### config.mk
export PLATFORM = sky130hd
export DESIGN_NAME = simulated_clock_sleep_table
export DESIGN_NICKNAME = d
export VERILOG_FILES = /design/src/sclk_pkg.sv /design/src/sclk_ram.sv /design/src/sclk_csr.sv /design/src/simulated_clock_sleep_table.sv
export SDC_FILE = /design/constraint.sdc
export NUM_CORES = 2
export LEC_CHECK = 0
export ABC_CLOCK_PERIOD_IN_PS = 14700
export BUFFER_PORTS_ARGS = -buffer_cell sky130_fd_sc_hd__buf_2
export CORE_MARGIN = 8
export CORE_UTILIZATION = 30
export DETAILED_ROUTE_END_ITERATION = 7
export GPL_ROUTABILITY_DRIVEN = 0
export PLACE_DENSITY = 0.48
export SYNTH_ARGS = -nofsm -noshare
export SYNTH_HDL_FRONTEND = slang
export SYNTH_SLANG_ARGS = --single-unit
export TNS_END_PERCENT = 10
### constraint.sdc
create_clock -name clock -period 14.7 [get_ports clock]
set_input_delay 1.47 -clock clock [delete_from_list [all_inputs] [get_ports clock]]
set_output_delay 1.47 -clock clock [all_outputs]
set_load 0.01 [all_outputs]
### src/sclk_pkg.sv
`default_nettype none

package sclk_pkg;

   typedef enum logic [2:0] {
      CMD_NONE       = 3'd0,
      CMD_REGISTER   = 3'd1,
      CMD_UNREGISTER = 3'd2,
      CMD_IDLE       = 3'd3,
      CMD_RUN        = 3'd4,
      CMD_QUERY      = 3'd5,
      CMD_SLEEP      = 3'd6,
      CMD_CANCEL     = 3'd7
   } cmd_type;

   typedef enum logic [1:0] {
      ST_EMPTY = 2'd0,
      ST_RUN   = 2'd1,
      ST_SLEEP = 2'd2
   } status_type;

   typedef enum logic [2:0] {
      KIND_ACK    = 3'd0,
      KIND_ID     = 3'd1,
      KIND_TIME   = 3'd2,
      KIND_WAKE   = 3'd3,
      KIND_FULL   = 3'd4
   } kind_type;

   typedef enum logic [1:0] {
      END_FIXED = 2'd0,
      END_SLEEP = 2'd1,
      END_WAKE  = 2'd2
   } emode_type;

   localparam logic [1:0] REG_TIME_ORIGIN  = 2'd0;
   localparam logic [1:0] REG_IDLE_JUMP    = 2'd1;
   localparam logic [1:0] REG_NO_FORK_MODE = 2'd2;

   typedef struct packed {
      logic [31:0] time_origin;
      logic [31:0] idle_jump;
      logic        no_fork_mode;
   } cfg_type;

   typedef struct packed {
      status_type  status;
      logic [31:0] wake;
   } entry_type;

   typedef struct packed {
      kind_type    kind;
      logic [4:0]  slot;
      logic [32:0] reported_time;
      logic [31:0] current_time;
      logic [31:0] run_end;
      emode_type   end_kind;
      logic        run_over;
      logic        all_asleep;
   } rsp_type;

   function automatic logic [31:0] sat_add(input logic [31:0] a, input logic [31:0] b);
      logic [32:0] s;
      s = {1'b0, a} + {1'b0, b};
      return s[32] ? 32'hFFFF_FFFF : s[31:0];
   endfunction

   function automatic rsp_type make_rsp(input kind_type k, input logic [4:0] slot,
                                        input logic [31:0] origin, input logic [31:0] now,
                                        input logic [31:0] etime, input emode_type emode,
                                        input logic [5:0] regc, input logic [5:0] slpc);
      rsp_type r;
      r.kind          = k;
      r.slot          = slot;
      r.reported_time = {1'b0, origin} + {1'b0, now};
      r.current_time  = now;
      r.run_end       = (emode == END_FIXED) ? etime : 32'd0;
      r.end_kind      = emode;
      r.run_over      = (emode == END_FIXED) && (now >= etime);
      r.all_asleep    = (regc == slpc);
      return r;
   endfunction

endpackage

`default_nettype wire

### src/sclk_ram.sv
`default_nettype none

module sclk_ram #(
   parameter int WIDTH = 34,
   parameter int DEPTH = 32
) (
   input  wire logic                     clock,
   input  wire logic                     wr_en,
   input  wire logic [$clog2(DEPTH)-1:0] wr_addr,
   input  wire logic [WIDTH-1:0]         wr_data,
   input  wire logic [$clog2(DEPTH)-1:0] rd_addr,
   output logic      [WIDTH-1:0]         rd_data
);

   logic [WIDTH-1:0] mem [DEPTH];

   always_ff @(posedge clock) begin
      if (wr_en) begin
         mem[wr_addr] <= wr_data;
      end
      rd_data <= mem[rd_addr];
   end

endmodule

`default_nettype wire

### src/sclk_csr.sv
`default_nettype none

module sclk_csr (
   input  wire logic        clock,
   input  wire logic        reset,
   input  wire logic        csr_psel,
   input  wire logic        csr_penable,
   input  wire logic        csr_pwrite,
   input  wire logic [3:0]  csr_paddr,
   input  wire logic [31:0] csr_pwdata,
   output logic      [31:0] csr_prdata,
   output logic             csr_pready,
   output sclk_pkg::cfg_type cfg
);

   sclk_pkg::cfg_type cfg_ff, cfg_in;
   logic              wr;

   assign csr_pready = 1'b1;
   assign wr         = csr_psel && csr_penable && csr_pwrite;
   assign cfg        = cfg_ff;

   always_comb begin
      cfg_in = cfg_ff;
      if (wr) begin
         case (csr_paddr[3:2])
            sclk_pkg::REG_TIME_ORIGIN:  cfg_in.time_origin  = csr_pwdata;
            sclk_pkg::REG_IDLE_JUMP:    cfg_in.idle_jump    = csr_pwdata;
            sclk_pkg::REG_NO_FORK_MODE: cfg_in.no_fork_mode = csr_pwdata[0];
            default: ;
         endcase
      end
   end

   always_comb begin
      case (csr_paddr[3:2])
         sclk_pkg::REG_TIME_ORIGIN:  csr_prdata = cfg_ff.time_origin;
         sclk_pkg::REG_IDLE_JUMP:    csr_prdata = cfg_ff.idle_jump;
         sclk_pkg::REG_NO_FORK_MODE: csr_prdata = {31'd0, cfg_ff.no_fork_mode};
         default:                    csr_prdata = 32'd0;
      endcase
   end

   always_ff @(posedge clock) begin
      if (reset) begin
         cfg_ff <= '0;
      end else begin
         cfg_ff <= cfg_in;
      end
   end

endmodule

`default_nettype wire

### src/simulated_clock_sleep_table.sv
`default_nettype none

// Simulated clock with a table of SLOTS client slots, each empty, running or
// sleeping until a wake time. One command enters on req_ and gives one primary
// result on rsp_, then one wake notice per sleeper that is due, lowest slot
// first; rsp_tlast marks the final result of the command. The slot table lives
// in a single-port-read synchronous memory, so a command holds the block from
// one acceptance to the next for these steps, and longer while the result side
// stalls: a pipelined read pass over all slots that finds the first free slot,
// the earliest wake time and the addressed client, an execute step, a step to
// form the primary result, then a wake pass that reads each slot, then checks
// it and writes it back, a step to close the command and a return to idle to
// take the next. A new command is taken only when the previous one has handed
// its last result to the output register. Status reads as empty for any slot
// never written since reset; no clearing pass is needed. Configuration:
// time_origin at 0x0, idle_jump at 0x4, no_fork_mode at 0x8; write only while
// the block is idle.

module simulated_clock_sleep_table #(
   parameter int SLOTS = 32
) (
   input  wire logic         clock,
   input  wire logic         reset,
   // command[2:0], client[7:3], amount[39:8], run_mode[41:40]
   input  wire logic [47:0]  req_tdata,
   input  wire logic         req_tvalid,
   output logic              req_tready,
   // slot[4:0], reported_time[37:5], current_time[69:38], run_end[101:70],
   // end_kind[103:102], run_over[104], all_asleep[105]
   output logic      [111:0] rsp_tdata,
   // kind[2:0]
   output logic      [2:0]   rsp_tuser,
   output logic              rsp_tlast,
   output logic              rsp_tvalid,
   input  wire logic         rsp_tready,
   input  wire logic         csr_psel,
   input  wire logic         csr_penable,
   input  wire logic         csr_pwrite,
   input  wire logic [3:0]   csr_paddr,
   input  wire logic [31:0]  csr_pwdata,
   output logic      [31:0]  csr_prdata,
   output logic              csr_pready
);

   localparam int IW = (SLOTS > 1) ? $clog2(SLOTS) : 1;
   localparam int CW = $clog2(SLOTS + 1);
   localparam int MW = ((IW > 5) ? IW : 5) + 1;

   typedef enum logic [6:0] {
      S_IDLE  = 7'b0000001,
      S_SCAN  = 7'b0000010,
      S_EXEC  = 7'b0000100,
      S_PRIM  = 7'b0001000,
      S_WREAD = 7'b0010000,
      S_WCHK  = 7'b0100000,
      S_FLUSH = 7'b1000000
   } state_type;

   sclk_pkg::cfg_type cfg;

   state_type state_ff, state_in;
   sclk_pkg::cmd_type cmd_ff, cmd_in;
   logic [4:0]  client_ff, client_in;
   logic [31:0] amount_ff, amount_in;
   logic [1:0]  mode_ff, mode_in;
   logic [CW-1:0] cnt_ff, cnt_in;

   logic        free_found_ff, free_found_in;
   logic [IW-1:0] free_idx_ff, free_idx_in;
   logic        best_found_ff, best_found_in;
   logic [31:0] best_wake_ff, best_wake_in;
   sclk_pkg::status_type cli_status_ff, cli_status_in;
   logic [31:0] cli_wake_ff, cli_wake_in;

   logic [31:0] now_ff, now_in;
   logic [31:0] end_ff, end_in;
   sclk_pkg::emode_type emode_ff, emode_in;
   logic [5:0]  regc_ff, regc_in;
   logic [5:0]  slpc_ff, slpc_in;
   logic [SLOTS-1:0] valid_ff, valid_in;

   sclk_pkg::kind_type pkind_ff, pkind_in;
   logic [4:0]  pslot_ff, pslot_in;

   sclk_pkg::rsp_type hold_ff, hold_in;
   logic        hold_valid_ff, hold_valid_in;
   sclk_pkg::rsp_type rsp_ff, rsp_in;
   logic        rsp_valid_ff, rsp_valid_in;
   logic        rsp_last_ff, rsp_last_in;

   logic        wr_en;
   logic [IW-1:0] wr_addr, rd_addr;
   sclk_pkg::entry_type wr_entry, rd_entry;
   logic [33:0] rd_raw;

   logic [IW-1:0] idx;
   sclk_pkg::status_type st;
   logic        out_free;
   logic        cli_ok;
   logic [31:0] t;

   sclk_csr u_csr (
      .clock       (clock),
      .reset       (reset),
      .csr_psel    (csr_psel),
      .csr_penable (csr_penable),
      .csr_pwrite  (csr_pwrite),
      .csr_paddr   (csr_paddr),
      .csr_pwdata  (csr_pwdata),
      .csr_prdata  (csr_prdata),
      .csr_pready  (csr_pready),
      .cfg         (cfg)
   );

   sclk_ram #(.WIDTH(34), .DEPTH(SLOTS)) u_table (
      .clock   (clock),
      .wr_en   (wr_en),
      .wr_addr (wr_addr),
      .wr_data (wr_entry),
      .rd_addr (rd_addr),
      .rd_data (rd_raw)
   );

   assign rd_entry   = rd_raw;
   assign req_tready = (state_ff == S_IDLE);
   assign out_free   = !rsp_valid_ff || rsp_tready;
   assign cli_ok     = (cli_status_ff != sclk_pkg::ST_EMPTY);

   assign rsp_tvalid = rsp_valid_ff;
   assign rsp_tlast  = rsp_last_ff;
   assign rsp_tuser  = rsp_ff.kind;
   assign rsp_tdata  = {6'd0, rsp_ff.all_asleep, rsp_ff.run_over, rsp_ff.end_kind,
                        rsp_ff.run_end, rsp_ff.current_time, rsp_ff.reported_time,
                        rsp_ff.slot};

   always_comb begin
      state_in      = state_ff;
      cmd_in        = cmd_ff;
      client_in     = client_ff;
      amount_in     = amount_ff;
      mode_in       = mode_ff;
      cnt_in        = cnt_ff;
      free_found_in = free_found_ff;
      free_idx_in   = free_idx_ff;
      best_found_in = best_found_ff;
      best_wake_in  = best_wake_ff;
      cli_status_in = cli_status_ff;
      cli_wake_in   = cli_wake_ff;
      now_in        = now_ff;
      end_in        = end_ff;
      emode_in      = emode_ff;
      regc_in       = regc_ff;
      slpc_in       = slpc_ff;
      valid_in      = valid_ff;
      pkind_in      = pkind_ff;
      pslot_in      = pslot_ff;
      hold_in       = hold_ff;
      hold_valid_in = hold_valid_ff;
      rsp_in        = rsp_ff;
      rsp_valid_in  = rsp_valid_ff;
      rsp_last_in   = rsp_last_ff;
      wr_en         = 1'b0;
      wr_addr       = '0;
      wr_entry      = '0;
      rd_addr       = '0;
      idx           = '0;
      st            = sclk_pkg::ST_EMPTY;
      t             = now_ff;

      // drop the output transaction once taken
      if (rsp_valid_ff && rsp_tready) begin
         rsp_valid_in = 1'b0;
      end

      case (state_ff)
         S_IDLE: begin
            if (req_tvalid) begin
               cmd_in        = sclk_pkg::cmd_type'(req_tdata[2:0]);
               client_in     = req_tdata[7:3];
               amount_in     = req_tdata[39:8];
               mode_in       = req_tdata[41:40];
               cnt_in        = '0;
               free_found_in = 1'b0;
               best_found_in = 1'b0;
               cli_status_in = sclk_pkg::ST_EMPTY;
               state_in      = S_SCAN;
            end
         end

         S_SCAN: begin
            // issue read for slot cnt, look at data of slot cnt-1
            if (cnt_ff != CW'(SLOTS)) begin
               rd_addr = cnt_ff[IW-1:0];
            end
            if (cnt_ff != '0) begin
               idx = IW'(cnt_ff - CW'(1));
               st  = valid_ff[idx] ? rd_entry.status : sclk_pkg::ST_EMPTY;
               if (st == sclk_pkg::ST_EMPTY && !free_found_ff) begin
                  free_found_in = 1'b1;
                  free_idx_in   = idx;
               end
               if (st == sclk_pkg::ST_SLEEP &&
                   (!best_found_ff || rd_entry.wake < best_wake_ff)) begin
                  best_found_in = 1'b1;
                  best_wake_in  = rd_entry.wake;
               end
               if (MW'(idx) == MW'(client_ff)) begin
                  cli_status_in = st;
                  cli_wake_in   = rd_entry.wake;
               end
            end
            if (cnt_ff == CW'(SLOTS)) begin
               state_in = S_EXEC;
            end else begin
               cnt_in = cnt_ff + CW'(1);
            end
         end

         S_EXEC: begin
            pkind_in = sclk_pkg::KIND_ACK;
            pslot_in = client_ff;
            case (cmd_ff)
               sclk_pkg::CMD_REGISTER: begin
                  if (!free_found_ff) begin
                     pkind_in = sclk_pkg::KIND_FULL;
                     pslot_in = 5'd0;
                  end else begin
                     wr_en           = 1'b1;
                     wr_addr         = free_idx_ff;
                     wr_entry.status = sclk_pkg::ST_RUN;
                     wr_entry.wake   = 32'd0;
                     valid_in[free_idx_ff] = 1'b1;
                     regc_in  = regc_ff + 6'd1;
                     pkind_in = sclk_pkg::KIND_ID;
                     pslot_in = 5'(free_idx_ff);
                  end
               end
               sclk_pkg::CMD_UNREGISTER: begin
                  if (cli_ok) begin
                     if (cli_status_ff == sclk_pkg::ST_SLEEP) slpc_in = slpc_ff - 6'd1;
                     wr_en           = 1'b1;
                     wr_addr         = IW'(client_ff);
                     wr_entry.status = sclk_pkg::ST_EMPTY;
                     wr_entry.wake   = cli_wake_ff;
                     regc_in         = regc_ff - 6'd1;
                     if (emode_ff == sclk_pkg::END_SLEEP) begin
                        emode_in = sclk_pkg::END_FIXED;
                        end_in   = now_ff;
                     end
                  end
               end
               sclk_pkg::CMD_IDLE: begin
                  if (cfg.idle_jump != 32'd0) begin
                     t = sclk_pkg::sat_add(now_ff, cfg.idle_jump);
                     if (emode_ff == sclk_pkg::END_FIXED && t >= end_ff) t = end_ff;
                     if (best_found_ff && t > best_wake_ff) t = best_wake_ff;
                     now_in = t;
                  end else if (best_found_ff &&
                               (emode_ff != sclk_pkg::END_FIXED || best_wake_ff <= end_ff)) begin
                     now_in = best_wake_ff;
                  end else if (emode_ff == sclk_pkg::END_FIXED) begin
                     now_in = end_ff;
                  end else if (cfg.no_fork_mode) begin
                     emode_in = sclk_pkg::END_FIXED;
                     end_in   = now_ff;
                  end
               end
               sclk_pkg::CMD_RUN: begin
                  if (mode_ff == sclk_pkg::END_SLEEP || mode_ff == sclk_pkg::END_WAKE) begin
                     emode_in = sclk_pkg::emode_type'(mode_ff);
                  end else if (emode_ff == sclk_pkg::END_FIXED) begin
                     end_in = sclk_pkg::sat_add(end_ff, amount_ff);
                  end else begin
                     end_in   = sclk_pkg::sat_add(now_ff, amount_ff);
                     emode_in = sclk_pkg::END_FIXED;
                  end
               end
               sclk_pkg::CMD_QUERY: begin
                  pkind_in = sclk_pkg::KIND_TIME;
               end
               sclk_pkg::CMD_SLEEP: begin
                  if (cli_ok) begin
                     if (cli_status_ff != sclk_pkg::ST_SLEEP) slpc_in = slpc_ff + 6'd1;
                     wr_en           = 1'b1;
                     wr_addr         = IW'(client_ff);
                     wr_entry.status = sclk_pkg::ST_SLEEP;
                     wr_entry.wake   = sclk_pkg::sat_add(now_ff, amount_ff);
                     if (emode_ff == sclk_pkg::END_SLEEP) begin
                        emode_in = sclk_pkg::END_FIXED;
                        end_in   = now_ff;
                     end
                  end
               end
               sclk_pkg::CMD_CANCEL: begin
                  if (cli_ok) begin
                     if (cli_status_ff == sclk_pkg::ST_SLEEP) slpc_in = slpc_ff - 6'd1;
                     wr_en           = 1'b1;
                     wr_addr         = IW'(client_ff);
                     wr_entry.status = sclk_pkg::ST_RUN;
                     wr_entry.wake   = cli_wake_ff;
                     pkind_in        = sclk_pkg::KIND_WAKE;
                  end
               end
               default: ;
            endcase
            state_in = S_PRIM;
         end

         S_PRIM: begin
            // primary result waits in the hold stage until we know if it is last
            hold_in = sclk_pkg::make_rsp(pkind_ff, pslot_ff, cfg.time_origin, now_ff,
                                         end_ff, emode_ff, regc_ff, slpc_ff);
            hold_valid_in = 1'b1;
            cnt_in        = '0;
            state_in      = S_WREAD;
         end

         S_WREAD: begin
            rd_addr  = cnt_ff[IW-1:0];
            state_in = S_WCHK;
         end

         S_WCHK: begin
            idx     = cnt_ff[IW-1:0];
            rd_addr = idx;
            st      = valid_ff[idx] ? rd_entry.status : sclk_pkg::ST_EMPTY;
            if (st == sclk_pkg::ST_SLEEP && rd_entry.wake <= now_ff) begin
               if (out_free) begin
                  wr_en           = 1'b1;
                  wr_addr         = idx;
                  wr_entry.status = sclk_pkg::ST_RUN;
                  wr_entry.wake   = rd_entry.wake;
                  slpc_in         = slpc_ff - 6'd1;
                  if (emode_ff == sclk_pkg::END_WAKE) begin
                     emode_in = sclk_pkg::END_FIXED;
                     end_in   = sclk_pkg::sat_add(now_ff, 32'd1);
                  end
                  rsp_in       = hold_ff;
                  rsp_valid_in = 1'b1;
                  rsp_last_in  = 1'b0;
                  hold_in = sclk_pkg::make_rsp(sclk_pkg::KIND_WAKE, 5'(idx), cfg.time_origin,
                                               now_ff, end_in, emode_in, regc_ff, slpc_in);
                  cnt_in   = cnt_ff + CW'(1);
                  state_in = (cnt_ff == CW'(SLOTS - 1)) ? S_FLUSH : S_WREAD;
               end
            end else begin
               cnt_in   = cnt_ff + CW'(1);
               state_in = (cnt_ff == CW'(SLOTS - 1)) ? S_FLUSH : S_WREAD;
            end
         end

         S_FLUSH: begin
            if (out_free) begin
               rsp_in        = hold_ff;
               rsp_valid_in  = 1'b1;
               rsp_last_in   = 1'b1;
               hold_valid_in = 1'b0;
               state_in      = S_IDLE;
            end
         end

         default: begin
            state_in = S_IDLE;
         end
      endcase
   end

   always_ff @(posedge clock) begin
      if (reset) begin
         state_ff      <= S_IDLE;
         now_ff        <= '0;
         end_ff        <= '0;
         emode_ff      <= sclk_pkg::END_FIXED;
         regc_ff       <= '0;
         slpc_ff       <= '0;
         valid_ff      <= '0;
         hold_valid_ff <= 1'b0;
         rsp_valid_ff  <= 1'b0;
         cnt_ff        <= '0;
      end else begin
         state_ff      <= state_in;
         now_ff        <= now_in;
         end_ff        <= end_in;
         emode_ff      <= emode_in;
         regc_ff       <= regc_in;
         slpc_ff       <= slpc_in;
         valid_ff      <= valid_in;
         hold_valid_ff <= hold_valid_in;
         rsp_valid_ff  <= rsp_valid_in;
         cnt_ff        <= cnt_in;
      end
   end

   always_ff @(posedge clock) begin
      cmd_ff        <= cmd_in;
      client_ff     <= client_in;
      amount_ff     <= amount_in;
      mode_ff       <= mode_in;
      free_found_ff <= free_found_in;
      free_idx_ff   <= free_idx_in;
      best_found_ff <= best_found_in;
      best_wake_ff  <= best_wake_in;
      cli_status_ff <= cli_status_in;
      cli_wake_ff   <= cli_wake_in;
      pkind_ff      <= pkind_in;
      pslot_ff      <= pslot_in;
      hold_ff       <= hold_in;
      rsp_ff        <= rsp_in;
      rsp_last_ff   <= rsp_last_in;
   end

   a_counts: assert property (@(posedge clock) disable iff (reset)
      slpc_ff <= regc_ff && regc_ff <= 6'(SLOTS))
      else $error("sleeping or registered count out of range");

   a_idle_empty: assert property (@(posedge clock) disable iff (reset)
      req_tready |-> !hold_valid_ff)
      else $error("new command taken while a result is held");

   a_last_ends: assert property (@(posedge clock) disable iff (reset)
      (state_ff == S_FLUSH && out_free) |=> (rsp_tvalid && rsp_tlast && req_tready))
      else $error("command closed without a last result");

   a_cnt_range: assert property (@(posedge clock) disable iff (reset)
      cnt_ff <= CW'(SLOTS))
      else $error("slot counter beyond table");

endmodule

`default_nettype wire

-- Yosys cells after proc, flatten, opt, wreduce, memory -nomap -nowiden
Memory sizes are Yosys's and may differ from the RTL's. A register that Yosys moved wholly into a read port is not among the register bits.
Index checks and enable logic that the tools add are counted.
- register bits after elaboration: 531
- latch bits: 0
- memory bits (writable): 1088
- bits in read-only memories: 0
- input bits: 91
- output and inout bits: 151
- word-level logic and storage cells: 312
- memories kept: 1
- memories (name ; words ; width ; rd ports ; clocked after memory_dff ; wr ports ; line ; source):
    u_table.mem ; 32 ; 34 ; 1 ; 1 ; 1 ; sclk_ram.sv:15 ; logic [WIDTH-1:0] mem [DEPTH];
- add/sub/neg operators: 11
- multiply operators: 0
- divide/modulo/power cells: 0
- order comparisons: 11
- eq/ne operators: 57
- shift operators: 0
- muxes and demuxes: 131
- bitwise gates (word level): 1
- reduce and logical (&&, ||, !) cells: 59
- operators by type and width (operator ; count):
    $mux W32 ; 29
    $mux W109 ; 4
    $pmux W109 S2 ; 2
    $pmux W32 S3 ; 2
    $pmux W34 S4 ; 1
    $add A32 B32 Y33 ; 4
    $mux W33 ; 4
    $ge A32 B32 Y1 ; 3
    $mux W6 ; 12
    $pmux W34 S2 ; 1
    $le A32 B32 Y1 ; 2
    $pmux W32 S2 ; 1
    $pmux W7 S7 ; 1
    $mux W7 ; 6
    $mux W2 ; 20
    $pmux W6 S2 ; 3
    $mux W34 ; 1
    $add A32 B1 Y33 const B ; 1
    $ne A3 B3 Y1 const B ; 11
    $gt A32 B32 Y1 ; 1
    $lt A32 B32 Y1 ; 1
    $or A32 B32 Y32 ; 1
    $reduce_bool A32 Y1 ; 1
    $mux W5 ; 6
    51 further kinds ; 152

-- Longest topological paths before layout
- depth after elaboration: 12
- gate-level depth with buffers: 34
- gate-level depth less buffers: 31

-- Modules after synthesis
From an unflattened synthesis, not the netlist that was laid out.
- cells, all modules: 6133
- area, all modules: 78934.5 um2
- by module, submodules not included (module ; times used ; cells an instance ; area an instance (um2) ; seq. area each (um2)):
    sclk_ram ; 1 ; 2399 ; 43107.6 ; 33352.0
    simulated_clock_sleep_table ; 1 ; 3408 ; 32600.0 ; 12752.2
    sclk_csr ; 1 ; 326 ; 3226.8 ; 1301.2

-- Worst setup path before layout
OpenSTA, ideal clock, no wires.
- path kind: reg2reg
- start point: reg state_ff[0]
- end point: reg rsp_ff, in the netlist rsp_tdata[0], enable pin
- arrival: 6820 ps
- required time: 14122 ps
- setup slack: 7302 ps
- stages on the path, launching flop included: 7
- clock period less this slack: 7398 ps
- cells stage by stage: dfxtp_1 -> or4_4 -> or3_4 -> or4_4 -> a2111oi_4 -> nor2_1 -> nor2_1
- cells in the longest elaborated chain, start to end: 3
- elaborated cells between the ends (all ways): 5
- ends and longest elaborated chain (item ; line ; source):
    from (decl) ; simulated_clock_sleep_table.sv:61 ; state_type state_ff, state_in;
    from (signal assigned) ; simulated_clock_sleep_table.sv:381 ; state_ff <= state_in;
    $eq A7 B6 Y1 or $eq A7 B7 Y1 (tied branches) ; n/a ;
    $ne A2 B2 Y1 (no line) or $reduce_bool A2 Y1 (tied branches) ; n/a ;
    $reduce_and A2 Y1 (no line) * ; n/a ;
    to (signal assigned) ; simulated_clock_sleep_table.sv:408 ; rsp_ff <= rsp_in;
    to (decl) ; simulated_clock_sleep_table.sv:87 ; sclk_pkg::rsp_type rsp_ff, rsp_in;
Mark *: on every way between the ends. The rest lies on a longest branch, timed or not.
A chain may end at the register's enable or synchronous reset.

-- Worst setup path in the final report
- start point: reg now_ff[1]
- end point: reg now_ff[2]
- cells in the longest elaborated chain, start to end: 12
- ends and longest elaborated chain (item ; line ; source):
    from (decl) ; simulated_clock_sleep_table.sv:75 ; logic [31:0] now_ff, now_in;
    from (signal assigned) ; simulated_clock_sleep_table.sv:382 ; now_ff <= now_in;
    $add A32 B32 Y33 * ; sclk_pkg.sv:64 ; s = {1'b0, a} + {1'b0, b};
    $mux W32 * ; sclk_pkg.sv:65 ; return s[32] ? 32'hFFFF_FFFF : s[31:0];
    $ge A32 B32 Y1 ; simulated_clock_sleep_table.sv:255 ; if (emode_ff == sclk_pkg::END_FIXED && t >= end_ff) t = end_ff;
    $logic_and A1 B1 Y1 ; simulated_clock_sleep_table.sv:255 ;
    $mux W32 * ; simulated_clock_sleep_table.sv:255 ;
    $mux W32 * ; simulated_clock_sleep_table.sv:253 ; if (cfg.idle_jump != 32'd0) begin
    $mux W32 * ; simulated_clock_sleep_table.sv:222 ; case (cmd_ff)
    $mux W32 * ; simulated_clock_sleep_table.sv:175 ; case (state_ff)
    $gt A32 B32 Y1 ; simulated_clock_sleep_table.sv:256 ; if (best_found_ff && t > best_wake_ff) t = best_wake_ff;
    $logic_and A1 B1 Y1 ; simulated_clock_sleep_table.sv:256 ;
    $mux W32 * ; simulated_clock_sleep_table.sv:256 ;
    $mux W32 * ; simulated_clock_sleep_table.sv:253 ;
Mark *: on every way between the ends. The rest lies on a longest branch, timed or not. The select of a mux whose other input is x is not followed.

==> results.json <==
{
  "run_status": "complete, no violations",
  "slew_violations": 0,
  "path_buf_inv": 2,
  "min_to": "rsp_tdata[42]",
  "synth_top_family_by_area": "compound AO/OA/AOI/OAI gates",
  "cp.required_ns": 15.39,
  "die-area_sq_mm": 0.272,
  "root_buffer": "clkbuf_16",
  "setup_viol": 0,
  "grt_pass1_wl_mm": 359,
  "vias": 52095,
  "synth_compound_area_share_pct": 14.7,
  "cts_tree": "built",
  "synthSimpleGateAreaFrac_pct": 7.69,
  "fmax_ghz": 0.105,
  "cts_sinks": 1653,
  "cts_max_path_buffers": 3,
  "yosys-top-cells-count": "edfxtp_1, a21oi_1, nand2_1",
  "first_pass_iters": 7,
  "max_stage_delay_ns": 0.71,
  "yosysUniqueCellTypes": 80,
  "avgSynthCellArea_sq_um": 13.0,
  "viasPerCell": 5.42,
  "min_path_type": "reg2reg",
  "seqCellArea_sq_mm": 0.0474,
  "area_growth_syn_to_layout_pct": 15.1,
  "port_buffers": 226,
  "synthAdderAreaFrac_pct": 6.09,
  "timing.hold.ws_ns": 0.400,
  "clkTransAtPathRegs_ns": 0.06,
  "critPathMaxFanout": 48,
  "p_leak_nw": 28.3,
  "power_density_mw_per_mm2": 117,
  "path_delay_family": "compound AO/OA/AOI/OAI gates",
  "drc": 0,
  "worst_pin_slew_ns": 1.36,
  "syn_inst": 5891,
  "die_y_microns": 521,
  "r2r_end": "now_ff[2]",
  "reg2reg_slack_ns": 5.20,
  "synth_edf_count": 1430,
  "num_io_pins": 242,
  "slew_headroom_pct": 8.64,
  "htree_num_levels": 4,
  "synthXorXnorAreaFrac_pct": 1.86,
  "synth_ff_type": "edfxtp_1",
  "start_util_pct": 30.2,
  "rsz0062_at_grt": "no",
  "startpoint": "now_ff[1]",
  "cpMaxStageDelayCell": "dfxtp_1",
  "multiInputGateArea_sq_mm": 0.0277,
  "yosysMostFrequentCell": "edfxtp_1",
  "post_cts_buffers": 0,
  "holdCritStartpoint": "hold_ff[40]",
  "cts_buffers": 182,
  "synthArstFlopShare_pct": 0,
  "drv_cap": 0,
  "synth_top_cell_area_share_pct": 56.0,
  "vdd_drop_max_v": 0.000127,
  "wl_per_cell_microns": 25.9,
  "grt_usage_pct": 17.6,
  "rows": 185,
  "finalCriticalPeriod_ns": 9.50,
  "rr_worst_depth": 29,
  "worst_ep_arrival_time_ns": 10.19,
  "cts_hold_buf": 0,
  "finalCritPeriodShare_pct": 64.6,
  "yosysSeqAreaShare_pct": 61.8,
  "hold_violations": 0,
  "muxShareOfSynthArea_pct": 5.23,
  "r2r_start": "now_ff[1]",
  "grt_antenna_before_repair": 8,
  "drive_gt1_share_pct": 14.4,
  "drt-initial-drc-count": 5426,
  "hold_depth": 0,
  "synthTopCellsByArea": "edfxtp_1, ha_1, dfxtp_1",
  "hpwl_mm": 159,
  "synth_area_sq_mm": 0.0766,
  "clock_latency_ns": 0.85,
  "grt_max_degree": 134,
  "crit_path_end_kind": "flop",
  "core-area_sq_mm": 0.254,
  "fillers": 24699,
  "ys_warn_count": 0,
  "synth-seq-cells": 1653,
  "chipWidth_microns": 521,
  "grt_remaining_overflow": 0,
  "startpoint_type": "flop",
  "crit_type": "reg2reg",
  "final_antenna_net_count": 0,
  "final_nets": 6543,
  "grt_pass1_vias": 51497,
  "synth_top_cell_by_area": "edfxtp_1",
  "clock_skew_ns": 0.0699,
  "drt_wl_total_mm": 249,
  "finalSetupTns_ns": 0,
  "cts_resized": 0
}
==> cell usage in the layout, fill, tap and decap left out, types with 42 or more instances in the layout <==
cell       count
nor2_1       279
a311oi_1      46
xor2_1        62
nand4_1       64
o221ai_1     278
a21o_1       146
a211oi_1      70
buf_4        126
a21oi_1      579
nand2b_1      42
a221oi_1      53
mux2i_1       51
inv_1        168
mux4_2       152
ha_1         365
nand3_1      117
a31oi_1       43
edfxtp_1    1430
clkbuf_16    185
o21ai_0      202
dfxtp_1      222
xnor2_1      101
clkbuf_1      43
nor3_1        54
nand2_1      506
buf_2        225
==> flip-flops by register name (all words and copies together), names as in the netlist, 7 cells and up <==
register,count
u_csr.cfg,65
now_ff,32
best_wake_ff,32
valid_ff,32
end_ff,32
rsp_tdata,106
u_table.mem,1088
u_table.rd_data,34
hold_ff,109
state_ff,7
amount_ff,32
cli_wake_ff,32
==> power by group <==
part	leakage [nW]	internal [mW]	switching, mW
clock network	2.98	2.74	1.96
registers	12.7	5.06	0.0610
logic	12.6	0.153	0.334
==> metal layers <==
layer / share of wire (%) / global-route usage, % / vias to the layer above
met5: 0 / 0 / -
met4: 3.1 / 5.48 / 0
met3: 5.7 / 2.47 / 355
met2: 47 / 29.3 / 1805
met1: 44 / 23.9 / 26422
li1: - / - / 23513
==> worst max-delay path by stage <==
stage	cells after the start	endpoint	slack [ns]
5_1_grt	29	now_ff[2]	4.77
6_report	29	now_ff[2]	5.20
4_1_cts	30	now_ff[22]	5.28
2_1_floorplan	6	rsp_tdata[0]	7.30
3_3_place_gp	29	now_ff[2]	5.37
3_5_place_dp	30	now_ff[22]	5.35
==> logic make-up (layout without fill, tap and decap cells) <==
group           Yosys count  in the layout
mux                     210            210
buf+inv                 521            865
simple gates           1291           1291
fa+ha+maj               370            370
compound gates         1681           1681
flops                  1653           1653
xor+xnor                163            163
other cells               2             12
==> area by class of cell <==
type	instances	share of cell area (%)
diodes	5	0.0142
repair buffers	353	2.38
flip-flops and latches	1653	53.7
clock buffers	235	5.54
well taps	3366	4.77
inverters	170	0.723
multi-input cells	3722	31.4
clock inverters	107	1.46
==> metrics by stage <==
stage / instances / cell area [sq um] / setup slack, ns / utilization, % / power, mW
after floorplan: 5896 / 76700 / 7.30 / - / 5.51
after global placement: 9264 / 82000 / 5.37 / 32.3 / 5.71
after detailed placement: 9264 / 82000 / 5.35 / 32.3 / 5.71
after CTS: 9606 / 88200 / 5.28 / 34.7 / 10.4
after global routing: 9608 / 88200 / 4.77 / 34.7 / 10.6
final: 9611 / 88200 / 5.20 / 34.7 / 10.3
Power figures use the tool's default switching activity.
